**config.mk**
```make
export PLATFORM = sky130hd
export DESIGN_NAME = differential_drive_mixer_ramp_top
export DESIGN_NICKNAME = d
export VERILOG_FILES = /design/src/rtl/ddmr_pkg.sv /design/src/rtl/differential_drive_mixer_ramp_top.sv
export SDC_FILE = /design/constraint.sdc
export NUM_CORES = 1
export LEC_CHECK = 0
export ABC_AREA = 0
export BUFFER_PORTS_ARGS = -buffer_cell sky130_fd_sc_hd__buf_2
export CAP_MARGIN = 20
export CELL_PAD_IN_SITES_DETAIL_PLACEMENT = 0
export CELL_PAD_IN_SITES_GLOBAL_PLACEMENT = 1
export CORE_MARGIN = 2
export CORE_UTILIZATION = 45
export CTS_CLUSTER_SIZE = 20
export DETAILED_ROUTE_END_ITERATION = 6
export HOLD_SLACK_MARGIN = 0.02
export PLACE_DENSITY = 0.85
export SLEW_MARGIN = 15
export SYNTH_ARGS = -nofsm -noshare
export SYNTH_HDL_FRONTEND = slang
export SYNTH_SLANG_ARGS = --single-unit
```
**constraint.sdc**
```tcl
create_clock -name clk -period 27.2 [get_ports clk]
set_clock_uncertainty 0.15 [all_clocks]
set_input_delay 2.72 -clock clk [delete_from_list [all_inputs] [get_ports clk]]
set_output_delay 2.72 -clock clk [all_outputs]
set_load 0.03 [all_outputs]
```
**src/rtl/ddmr_pkg.sv**
```systemverilog
// ----------------------------------------------------------------------------
// ddmr_pkg
// Shared types, widths and constants for the differential drive mixer.
// ----------------------------------------------------------------------------
package ddmr_pkg;

  // fixed point format of commands and drive levels
  localparam int FRAC_BITS = 14;
  localparam int CMD_W     = 16;
  localparam int SUM_W     = CMD_W + 1;
  localparam int LVL_W     = CMD_W;
  localparam int QUO_W     = FRAC_BITS + 1;
  localparam int CNT_W     = $clog2(QUO_W);
  localparam int unsigned ONE_INT = 1 << FRAC_BITS;

  // configuration port
  localparam int CFG_IDX_W  = 3;
  localparam int CFG_DATA_W = 15;

  localparam logic [CFG_IDX_W-1:0] REG_DEADZONE       = 3'd0;
  localparam logic [CFG_IDX_W-1:0] REG_THROTTLE_LIMIT = 3'd1;
  localparam logic [CFG_IDX_W-1:0] REG_YAW_LIMIT      = 3'd2;
  localparam logic [CFG_IDX_W-1:0] REG_RAMP_STEP      = 3'd3;
  localparam logic [CFG_IDX_W-1:0] REG_MIX_MODE       = 3'd4;

  localparam logic [CFG_DATA_W-1:0] DEADZONE_RST  = 15'd819;
  localparam logic [CFG_DATA_W-1:0] THR_LIMIT_RST = 15'd16384;
  localparam logic [CFG_DATA_W-1:0] YAW_LIMIT_RST = 15'd16384;
  localparam logic [CFG_DATA_W-1:0] RAMP_STEP_RST = 15'd328;

  // mixing modes
  localparam logic MODE_SCALE    = 1'b0;
  localparam logic MODE_PRIORITY = 1'b1;

  // sequencer states
  typedef enum logic [1:0] {
    ST_IDLE,
    ST_MIX,
    ST_DIV,
    ST_FIN
  } ddmr_state_t;

endpackage

```
**src/rtl/differential_drive_mixer_ramp_top.sv**
```systemverilog
// Flow: the input beat is captured, mixed, divided when mode 0 must scale
//   down, and slewed into the output register; the scale-down runs a shared
//   restoring divider, one quotient bit per cycle, for the left target and
//   again for the right. One item is in flight at a time; a new beat is taken
//   while the previous result still waits in the output register.
// Reset: synchronous active low; configuration registers return to defaults, levels to zero.
// ----------------------------------------------------------------------------
// differential_drive_mixer_ramp_top
// Throttle/yaw to left/right drive mixer with deadzone, limits and slew limit.
// ----------------------------------------------------------------------------
module differential_drive_mixer_ramp_top (
  input  logic                                   clk,
  input  logic                                   rst_n,
  input  logic                                   cfg_we,
  input  logic [ddmr_pkg::CFG_IDX_W-1:0]         cfg_addr,
  input  logic [ddmr_pkg::CFG_DATA_W-1:0]        cfg_wdata,
  input  logic                                   in_valid,
  output logic                                   in_ready,
  input  logic signed [ddmr_pkg::CMD_W-1:0]      in_throttle_cmd,
  input  logic signed [ddmr_pkg::CMD_W-1:0]      in_yaw_cmd,
  input  logic                                   in_link_failsafe,
  output logic                                   out_valid,
  input  logic                                   out_ready,
  output logic signed [ddmr_pkg::LVL_W-1:0]      out_left_drive,
  output logic signed [ddmr_pkg::LVL_W-1:0]      out_right_drive,
  output logic                                   out_stopped
);

  localparam logic [ddmr_pkg::SUM_W-1:0] ONE = ddmr_pkg::SUM_W'(ddmr_pkg::ONE_INT);
  localparam logic [ddmr_pkg::CNT_W-1:0] CNT_LAST = ddmr_pkg::CNT_W'(ddmr_pkg::QUO_W - 1);

  // configuration registers
  logic [ddmr_pkg::CFG_DATA_W-1:0] dz_r, tlim_r, ylim_r, ramp_r;
  logic                            mode_r;

  // sequencer and datapath registers
  ddmr_pkg::ddmr_state_t           state_r, state_nxt;
  logic signed [ddmr_pkg::CMD_W-1:0] thr_r, yaw_r;
  logic                            fs_r;
  logic signed [ddmr_pkg::SUM_W-1:0] l_r, l_nxt, r_r, r_nxt;
  logic [ddmr_pkg::SUM_W-1:0]      lmag_r, lmag_nxt, rmag_r, rmag_nxt;
  logic [ddmr_pkg::SUM_W-1:0]      den_r, den_nxt;
  logic [ddmr_pkg::SUM_W-1:0]      rem_r, rem_nxt;
  logic [ddmr_pkg::QUO_W-1:0]      quo_r, quo_nxt;
  logic [ddmr_pkg::CNT_W-1:0]      cnt_r, cnt_nxt;
  logic                            sel_r, sel_nxt;
  logic signed [ddmr_pkg::LVL_W-1:0] lvl_l_r, lvl_l_nxt, lvl_r_r, lvl_r_nxt;
  logic signed [ddmr_pkg::LVL_W-1:0] out_l_r, out_l_nxt, out_r_r, out_r_nxt;
  logic                            out_stop_r, out_stop_nxt;
  logic                            out_valid_r, out_valid_nxt;

  // mix stage signals
  logic signed [ddmr_pkg::CMD_W-1:0] t_s, y_s;
  logic signed [ddmr_pkg::SUM_W-1:0] l0, r0, l1, r1, y1;
  logic [ddmr_pkg::SUM_W-1:0]      ml, mr, m;
  logic [ddmr_pkg::SUM_W-1:0]      tmag;
  logic signed [ddmr_pkg::SUM_W:0] room, yx, ycl;
  logic                            need_div;

  // divider signals
  logic [ddmr_pkg::SUM_W:0]        trial, diff;
  logic                            ge, div_done, fin_go;
  logic [ddmr_pkg::QUO_W-1:0]      q_fin;
  logic signed [ddmr_pkg::SUM_W-1:0] q_sgn;

  // deadzone then symmetric clamp
  function automatic logic signed [ddmr_pkg::CMD_W-1:0] shape(
    input logic signed [ddmr_pkg::CMD_W-1:0] v,
    input logic [ddmr_pkg::CFG_DATA_W-1:0]   dz,
    input logic [ddmr_pkg::CFG_DATA_W-1:0]   lim
  );
    logic signed [ddmr_pkg::SUM_W-1:0] vx, dzx, limx, w;
    vx   = ddmr_pkg::SUM_W'(v);
    dzx  = signed'({2'b00, dz});
    limx = signed'({2'b00, lim});
    w    = vx;
    if (vx > -dzx && vx < dzx) begin
      w = '0;
    end
    if (w < -limx) begin
      w = -limx;
    end else if (w > limx) begin
      w = limx;
    end
    return w[ddmr_pkg::CMD_W-1:0];
  endfunction

  // magnitude of a mixed sum
  function automatic logic [ddmr_pkg::SUM_W-1:0] magn(
    input logic signed [ddmr_pkg::SUM_W-1:0] v
  );
    return v[ddmr_pkg::SUM_W-1] ? ddmr_pkg::SUM_W'(-v) : ddmr_pkg::SUM_W'(v);
  endfunction

  // move one level toward its target, then saturate
  function automatic logic signed [ddmr_pkg::LVL_W-1:0] slew(
    input logic signed [ddmr_pkg::LVL_W-1:0] cur,
    input logic signed [ddmr_pkg::SUM_W-1:0] tgt,
    input logic [ddmr_pkg::CFG_DATA_W-1:0]   s
  );
    logic signed [ddmr_pkg::SUM_W:0] c, sx, hi, lo, tx, n;
    c  = (ddmr_pkg::SUM_W + 1)'(cur);
    sx = signed'({3'b000, s});
    hi = c + sx;
    lo = c - sx;
    tx = (ddmr_pkg::SUM_W + 1)'(tgt);
    priority if (tx > hi) begin
      n = hi;
    end else if (tx < lo) begin
      n = lo;
    end else begin
      n = tx;
    end
    if (n > (ddmr_pkg::SUM_W + 1)'(32767)) begin
      n = (ddmr_pkg::SUM_W + 1)'(32767);
    end else if (n < -(ddmr_pkg::SUM_W + 1)'(32768)) begin
      n = -(ddmr_pkg::SUM_W + 1)'(32768);
    end
    return n[ddmr_pkg::LVL_W-1:0];
  endfunction

  // configuration writes
  always_ff @(posedge clk) begin
    if (!rst_n) begin
      dz_r   <= ddmr_pkg::DEADZONE_RST;
      tlim_r <= ddmr_pkg::THR_LIMIT_RST;
      ylim_r <= ddmr_pkg::YAW_LIMIT_RST;
      ramp_r <= ddmr_pkg::RAMP_STEP_RST;
      mode_r <= ddmr_pkg::MODE_SCALE;
    end else if (cfg_we) begin
      unique case (cfg_addr)
        ddmr_pkg::REG_DEADZONE:       dz_r   <= cfg_wdata;
        ddmr_pkg::REG_THROTTLE_LIMIT: tlim_r <= cfg_wdata;
        ddmr_pkg::REG_YAW_LIMIT:      ylim_r <= cfg_wdata;
        ddmr_pkg::REG_RAMP_STEP:      ramp_r <= cfg_wdata;
        ddmr_pkg::REG_MIX_MODE:       mode_r <= cfg_wdata[0];
        default: ;
      endcase
    end
  end

  assign in_ready = (state_r == ddmr_pkg::ST_IDLE);

  // input capture
  always_ff @(posedge clk) begin
    if (in_valid && in_ready) begin
      thr_r <= in_throttle_cmd;
      yaw_r <= in_yaw_cmd;
      fs_r  <= in_link_failsafe;
    end
  end

  // shaping and both mixing laws
  always_comb begin
    t_s  = shape(thr_r, dz_r, tlim_r);
    y_s  = shape(yaw_r, dz_r, ylim_r);
    l0   = ddmr_pkg::SUM_W'(t_s) + ddmr_pkg::SUM_W'(y_s);
    r0   = ddmr_pkg::SUM_W'(t_s) - ddmr_pkg::SUM_W'(y_s);
    ml   = magn(l0);
    mr   = magn(r0);
    m    = (ml > mr) ? ml : mr;
    need_div = (mode_r == ddmr_pkg::MODE_SCALE) && (m > ONE);
    tmag = magn(ddmr_pkg::SUM_W'(t_s));
    room = signed'({1'b0, ONE}) - signed'({1'b0, tmag});
    if (room < 0) begin
      room = '0;
    end
    yx  = (ddmr_pkg::SUM_W + 1)'(y_s);
    priority if (yx > room) begin
      ycl = room;
    end else if (yx < -room) begin
      ycl = -room;
    end else begin
      ycl = yx;
    end
    y1 = ycl[ddmr_pkg::SUM_W-1:0];
    l1 = ddmr_pkg::SUM_W'(t_s) + y1;
    r1 = ddmr_pkg::SUM_W'(t_s) - y1;
  end

  // shared restoring divide step
  always_comb begin
    trial    = (cnt_r == '0) ? {1'b0, (sel_r ? rmag_r : lmag_r)} : {rem_r, 1'b0};
    diff     = trial - {1'b0, den_r};
    ge       = (trial >= {1'b0, den_r});
    q_fin    = {quo_r[ddmr_pkg::QUO_W-2:0], ge};
    q_sgn    = signed'(ddmr_pkg::SUM_W'(q_fin));
    div_done = (cnt_r == CNT_LAST);
    fin_go   = !out_valid_r || out_ready;
  end

  // next state
  always_comb begin
    state_nxt = state_r;
    unique case (state_r)
      ddmr_pkg::ST_IDLE: if (in_valid) state_nxt = ddmr_pkg::ST_MIX;
      ddmr_pkg::ST_MIX: begin
        if (fs_r || !need_div) state_nxt = ddmr_pkg::ST_FIN;
        else                   state_nxt = ddmr_pkg::ST_DIV;
      end
      ddmr_pkg::ST_DIV: if (div_done && sel_r) state_nxt = ddmr_pkg::ST_FIN;
      ddmr_pkg::ST_FIN: if (fin_go) state_nxt = ddmr_pkg::ST_IDLE;
      default: state_nxt = ddmr_pkg::ST_IDLE;
    endcase
  end

  // datapath next values
  always_comb begin
    l_nxt         = l_r;
    r_nxt         = r_r;
    lmag_nxt      = lmag_r;
    rmag_nxt      = rmag_r;
    den_nxt       = den_r;
    rem_nxt       = rem_r;
    quo_nxt       = quo_r;
    cnt_nxt       = cnt_r;
    sel_nxt       = sel_r;
    lvl_l_nxt     = lvl_l_r;
    lvl_r_nxt     = lvl_r_r;
    out_l_nxt     = out_l_r;
    out_r_nxt     = out_r_r;
    out_stop_nxt  = out_stop_r;
    out_valid_nxt = out_valid_r && !out_ready;
    unique case (state_r)
      ddmr_pkg::ST_IDLE: ;
      ddmr_pkg::ST_MIX: begin
        lmag_nxt = ml;
        rmag_nxt = mr;
        den_nxt  = m;
        cnt_nxt  = '0;
        sel_nxt  = 1'b0;
        quo_nxt  = '0;
        if (mode_r == ddmr_pkg::MODE_SCALE) begin
          l_nxt = l0;
          r_nxt = r0;
        end else begin
          l_nxt = l1;
          r_nxt = r1;
        end
      end
      ddmr_pkg::ST_DIV: begin
        rem_nxt = ge ? diff[ddmr_pkg::SUM_W-1:0] : trial[ddmr_pkg::SUM_W-1:0];
        quo_nxt = q_fin;
        cnt_nxt = cnt_r + 1'b1;
        if (div_done) begin
          cnt_nxt = '0;
          quo_nxt = '0;
          sel_nxt = 1'b1;
          if (sel_r) begin
            r_nxt = r_r[ddmr_pkg::SUM_W-1] ? -q_sgn : q_sgn;
          end else begin
            l_nxt = l_r[ddmr_pkg::SUM_W-1] ? -q_sgn : q_sgn;
          end
        end
      end
      ddmr_pkg::ST_FIN: begin
        if (fin_go) begin
          out_valid_nxt = 1'b1;
          if (fs_r) begin
            lvl_l_nxt    = '0;
            lvl_r_nxt    = '0;
            out_l_nxt    = '0;
            out_r_nxt    = '0;
            out_stop_nxt = 1'b1;
          end else begin
            lvl_l_nxt    = slew(lvl_l_r, l_r, ramp_r);
            lvl_r_nxt    = slew(lvl_r_r, r_r, ramp_r);
            out_l_nxt    = lvl_l_nxt;
            out_r_nxt    = lvl_r_nxt;
            out_stop_nxt = 1'b0;
          end
        end
      end
      default: ;
    endcase
  end

  // control registers
  always_ff @(posedge clk) begin
    if (!rst_n) begin
      state_r     <= ddmr_pkg::ST_IDLE;
      out_valid_r <= 1'b0;
      lvl_l_r     <= '0;
      lvl_r_r     <= '0;
      cnt_r       <= '0;
      sel_r       <= 1'b0;
    end else begin
      state_r     <= state_nxt;
      out_valid_r <= out_valid_nxt;
      lvl_l_r     <= lvl_l_nxt;
      lvl_r_r     <= lvl_r_nxt;
      cnt_r       <= cnt_nxt;
      sel_r       <= sel_nxt;
    end
  end

  // payload registers
  always_ff @(posedge clk) begin
    l_r        <= l_nxt;
    r_r        <= r_nxt;
    lmag_r     <= lmag_nxt;
    rmag_r     <= rmag_nxt;
    den_r      <= den_nxt;
    rem_r      <= rem_nxt;
    quo_r      <= quo_nxt;
    out_l_r    <= out_l_nxt;
    out_r_r    <= out_r_nxt;
    out_stop_r <= out_stop_nxt;
  end

  assign out_valid       = out_valid_r;
  assign out_left_drive  = out_l_r;
  assign out_right_drive = out_r_r;
  assign out_stopped     = out_stop_r;

endmodule

```
* Word-level counts from Yosys, hierarchy flattened
Cells that the tools add are included.
** Storage, ports and cells
- Flip-flop bits (word level) :: 283
- Output and inout port bits :: 35
** Operators by class
- Add/sub/neg operators :: 19
- $lt $le $gt $ge :: 22
- Equal/unequal tests :: 14
- Multiplexer cells :: 56
- Bitwise operators :: 1
- Reductions and logical operators :: 25
** Operator list (count)
- 17-bit 2-to-1 mux :: 18
- 18-bit 2-to-1 mux :: 12
- 16-bit 2-to-1 mux :: 10
- 17-bit less-than comparator :: 4
- 15-bit negator with 17-bit output :: 4
- 17-bit one-hot mux with 2 select lines :: 2
- 16-bit by 16-bit adder with 17-bit output :: 3
- 17-bit greater-than comparator :: 3
- 16-bit by 16-bit subtractor with 17-bit output :: 3
- 18-bit by 16-bit greater-than comparator with 1-bit output, second input constant :: 2
- 18-bit by 16-bit less-than comparator with 1-bit output, second input constant :: 2
- 16-bit by 17-bit greater-than comparator with 1-bit output :: 2
- 17-bit by 16-bit greater-than comparator with 1-bit output :: 2
- 17-bit negator :: 2
- 16-bit less-than comparator :: 2
- 14-bit one-hot mux with 2 select lines :: 1
- 18-bit by 17-bit greater-or-equal comparator with 1-bit output :: 1
- 16-bit by 18-bit greater-than comparator with 1-bit output :: 1
- 16-bit by 18-bit less-than comparator with 1-bit output :: 1
- 18-bit by 1-bit less-than comparator with 1-bit output, second input constant :: 1
- 18-bit negator :: 1
- 15-bit by 17-bit subtractor with 18-bit output, first input constant :: 1
- 16-bit by 17-bit adder with 17-bit output :: 1
- 17-bit by 15-bit greater-than comparator with 1-bit output, second input constant :: 1
- other kinds (28) :: 57

* Depth between registers and ports, before layout
- Depth after elaboration :: 19
- Mapped depth :: 90

* Least setup slack after synthesis
OpenSTA, ideal clock, no wires.
- Kind :: register to register
- Start point :: register dz_r[1] (netlist bit)
- End point :: register r_r[15] (netlist bit), data pin
- Arrival time :: 15.127 ns
- Data required time :: 26.794 ns
- Slack :: 11.667 ns
- Stages on the path, launching flop included :: 85
- Buffers on the path :: 10
- Path through :: dfxtp_1 -> inv_1 -> ha_1 -> nor3b_1 -> nand2_1 -> nor3_1 -> xnor2_1 -> ha_1 -> nand4_1 -> nor4_1 -> nand2_1 -> o31ai_2 -> and2_1 -> a211o_1 -> buf_2 -> clkbuf_1 -> nand2_1 -> inv_1 -> [49 not listed] -> a21oi_1 -> o21ai_0 -> a21oi_1 -> o21ai_0 -> a21oi_1 -> o21ai_0 -> a21oi_1 -> o21ai_0 -> a21oi_1 -> o21bai_1 -> a21oi_1 -> nor2_1 -> nor2_1 -> nor2_1 -> nor2_1 -> xnor2_1 -> mux2i_1 -> a22o_1
** Between the ends
- Cells in the longest elaborated chain, start to end :: 19
** Ends and longest elaborated chain
- start: declaration :: line differential_drive_mixer_ramp_top.sv:33 : logic [ddmr_pkg::CFG_DATA_W-1:0] dz_r, tlim_r, ylim_r, ramp_r;
- start signal: assignment :: line differential_drive_mixer_ramp_top.sv:125 : dz_r <= ddmr_pkg::DEADZONE_RST;
- start signal: assignment :: line differential_drive_mixer_ramp_top.sv:132 : ddmr_pkg::REG_DEADZONE: dz_r <= cfg_wdata;
- 15-bit negator with 17-bit output :: line differential_drive_mixer_ramp_top.sv:77 : if (vx > -dzx && vx < dzx) begin
- 16-bit by 17-bit greater-than comparator with 1-bit output :: line differential_drive_mixer_ramp_top.sv:77
- 1-bit logical AND :: line differential_drive_mixer_ramp_top.sv:77
- 17-bit 2-to-1 mux :: line differential_drive_mixer_ramp_top.sv:77
- 17-bit by 16-bit greater-than comparator with 1-bit output :: line differential_drive_mixer_ramp_top.sv:82 : end else if (w > limx) begin
- 16-bit 2-to-1 mux :: line differential_drive_mixer_ramp_top.sv:82
- 16-bit 2-to-1 mux :: line differential_drive_mixer_ramp_top.sv:80 : if (w < -limx) begin
- 16-bit negator with 17-bit output :: line differential_drive_mixer_ramp_top.sv:92 : return v[ddmr_pkg::SUM_W-1] ? ddmr_pkg::SUM_W'(-v) : ddmr_pkg::SUM_W'(v);
- [4 not listed]
- 18-bit negator :: line differential_drive_mixer_ramp_top.sv:172 : ycl = -room;
- 16-bit by 18-bit less-than comparator with 1-bit output :: line differential_drive_mixer_ramp_top.sv:171 : end else if (yx < -room) begin
- 17-bit 2-to-1 mux :: line differential_drive_mixer_ramp_top.sv:171
- 17-bit 2-to-1 mux :: line differential_drive_mixer_ramp_top.sv:169 : priority if (yx > room) begin
- 16-bit by 17-bit subtractor with 17-bit output :: line differential_drive_mixer_ramp_top.sv:178 : r1 = ddmr_pkg::SUM_W'(t_s) - y1;
- 17-bit 2-to-1 mux * :: line differential_drive_mixer_ramp_top.sv:233 : if (mode_r == ddmr_pkg::MODE_SCALE) begin
- 17-bit one-hot mux with 2 select lines * :: line differential_drive_mixer_ramp_top.sv:224 : unique case (state_r)
- named net r_nxt, one bit :: line differential_drive_mixer_ramp_top.sv:40 : logic signed [ddmr_pkg::SUM_W-1:0] l_r, l_nxt, r_r, r_nxt;
- end signal: assignment :: line differential_drive_mixer_ramp_top.sv:300 : r_r <= r_nxt;
- end: declaration :: line differential_drive_mixer_ramp_top.sv:40
Mark *: on every way through the listed nets, which the timed path passes. The rest lies on a longest branch.
A chain may end at the register's enable or synchronous reset.

* Worst setup path after layout
- Start point :: register dz_r[1] (netlist bit)
- End point :: register r_r[16] (netlist bit), data pin
The elaborated chain is that of the path after synthesis.

==> results.txt <==
status: completed
Rows: 91
final hold vios: 0
WHS Endpoint: dz_r[12]
FF-to-FF End: r_r[16]
hold depth: 2
worst r2r src: dz_r[1]
WL/cell: 19.03 microns
height of the die: 253.2 microns
largest net degree at the start of global routing: 70
Worst-Skew Late Latency: 0.56 ns
critical path type: reg2reg
Sink Count: 281
Nets: 3839
layout cells sized above 1: 7.801%
count leader, synth: ha_1
Hold-fix buffers, CTS: 0
Initial Utilization: 45.38%
WP data arrival: 17.98 ns
DP Area: 0.02923 sq mm
final setup violation count: 0
HPWL Detailed: 64360 microns
Critical Path RT: 27.34 ns
Worst path depth: 81
first drt pass iteration count: 5
Placer Congestion: 0.9521
synthesized flop and latch total: 281
Synth area leader: edfxtp_1
# IOs: 91
share of the synthesized area in the top cell type: 19.33%
Primary FF master, synth: edfxtp_1
crit-path most repeated cell: o21a_1
initial DRC count: 1635
Slowest cell on crit path: a21o_1
TritonCTS buffer count: 34
syn_nets: 3803
post-synth cell types: 106
CORE AREA: 0.06160 sq mm
Fin Setup TNS: 0 ns
Top delay family on crit path: compound AO/OA/AOI/OAI gates
CP endpoint kind: flop
RSZ-0062 raised after global routing: no
Finished Layout Cells: 4247
register area share after synthesis: 26.57%
r2r setup slk: 9.36 ns
deepest clock path buffer count: 3
GRT Overall Usage: 24.84%
Syn Area/Cell: 8.350 sq um
Async SR Flop Fraction: 0%
total inserted antenna cells: 0
die area: 0.06413 sq mm
critical path launch point type: flop
Post CTS Setup Buffer Count: 0
period utilization: 65.59%
CTS clk-pin slew, worst paths: 0.06 ns
Die Wd: 253.2 microns
Port Buffers: 90
H-tree levels: 2
Final ANT Viol Nets: 0
Final Slew Violations: 0
DR vias: 24030
synth top area cells: edfxtp_1, ha_1, dfxtp_1
Post-synth EDFFs: 180
first-pass GRT wire length: 125400 microns
post-CTS sizing: 0
relative slew slack: 28.31%
via/cell ratio: 5.658
area grow syn2layout: 8.696%
Buf/Inv on CP: 7
Remaining Overflow, GRT: 0
antenna violations before repair: 1
R2R cell count: 81
Worst Tran Pin Value: 1.064 ns
CP Max Fanout: 20
Final Cell Area: 0.03039 sq mm
CTS tree: built
Post-synth top cells: ha_1, nand2_1, inv_1
YS warnings: 0
residual DRC count: 0
worst hold path type: reg2reg
DP Cell Count: 4184
minimum clock period: 17.84 ns
vias in the first global route: 22670
MaxCap Viol Count: 0
synthesized area: 0.02796 sq mm
cells after synthesis: 3348
root buffer cell: clkbuf_16
Total Wirelength: 80810 microns
hold path startpoint: dz_r[12]
max incr delay on CP: 0.63 ns
Max Freq: 56.05 MHz
worst register-to-register path, delay by kind of cell (launching register included):
kind | cells | cell delay, ns
compound gates | 42 | 9.00
xor+xnor | 1 | 0.12
fa+ha+maj | 8 | 2.45
buf+inv | 7 | 1.04
flops | 1 | 0.33
mux | 1 | 0.45
simple gates | 22 | 4.04
per-stage QoR:
step | worst slack (ns) | util, % | hold slack (ns)
finish | 9.359 | 49.33 | 0.3160
global route | 7.502 | 49.33 | 0.3391
CTS | 9.537 | 49.31 | 0.3184
detailed placement | 9.650 | 47.46 | 0.3107
global placement | 9.904 | 47.46 | 0.3037
floorplan | 11.67 | - | 0.2935
cell usage in the layout, fill, tap and decap left out, types with 7 or more instances in the layout:
master       n
and3_1      43
xnor2_1    179
dfxtp_1    101
o21a_1      93
clkbuf_1     7
a211o_1     10
a211oi_1    35
nor2b_1     40
edfxtp_1   180
mux2_2      26
a21boi_0    83
a21oi_1    243
and2_1      34
nor3_1      56
o22ai_1     10
or3_1       21
inv_2        7
nand3_1     51
buf_4       33
nor2_1     223
buf_2       90
nand4_1     47
xor2_1      56
nand2_1    356
mux2i_1     69
or2_2       11
o31ai_1     19
clkbuf_16   35
nand2b_1    36
ha_1       388
a31oi_1     33
inv_1      301
o211ai_1    36
a21o_1      52
o21ai_0    168
nor4_1      17
fa_1         9
o21bai_1    48
metal layers:
layer	share of wire [%]	vias up	GRT usage [%]	wire (microns)
li1	-	11980	-	-
met1	47	11350	33.64	37760
met2	46	579	41.41	37160
met3	4.2	124	2.508	3375
met4	3.1	0	8.098	2512
met5	0	-	0	0
sequential cells by signal, summed over array words and instances (netlist names), 4 cells and up:
signal	count
lmag_r	17
out_right_drive	16
den_r	16
r_r	17
rem_r	17
quo_r	14
lvl_r_r	16
ramp_r	15
dz_r	15
yaw_r	16
out_left_drive	16
thr_r	16
cnt_r	4
tlim_r	15
rmag_r	16
ylim_r	15
lvl_l_r	16
l_r	17
how the worst max path moves through the flow:
stage | start | to
final | dz_r[1] | r_r[16]
after CTS | dz_r[1] | r_r[16]
after global routing | dz_r[0] | r_r[16]
after global placement | dz_r[1] | r_r[16]
after floorplan | dz_r[1] | r_r[15]
after detailed placement | dz_r[1] | r_r[16]
cells by family after synthesis:
logic type | share of synthesized area (%)
AND/OR/NAND/NOR | 16.76
AO/OA/AOI/OAI | 21.56
buffers and inverters | 5.979
adder cells (fa/ha/maj) | 18.10
flip-flops | 26.57
XOR/XNOR | 7.501
multiplexers | 3.518
other | 0.01341
cell type report:
class	count	area, sq um
Tap cell	837	1047
Multi-Input combinational cell	2633	18900
Inverter	310	1164
Clock inverter	19	226.5
Timing Repair Buffer	124	709.4
Clock buffer	43	915.9
Sequential cell	281	7427
Fill cell	6036	31210
Power is left out: the tool's default activity adds up to more than one toggle a clock period on the data nets, which glitch-free logic cannot reach.
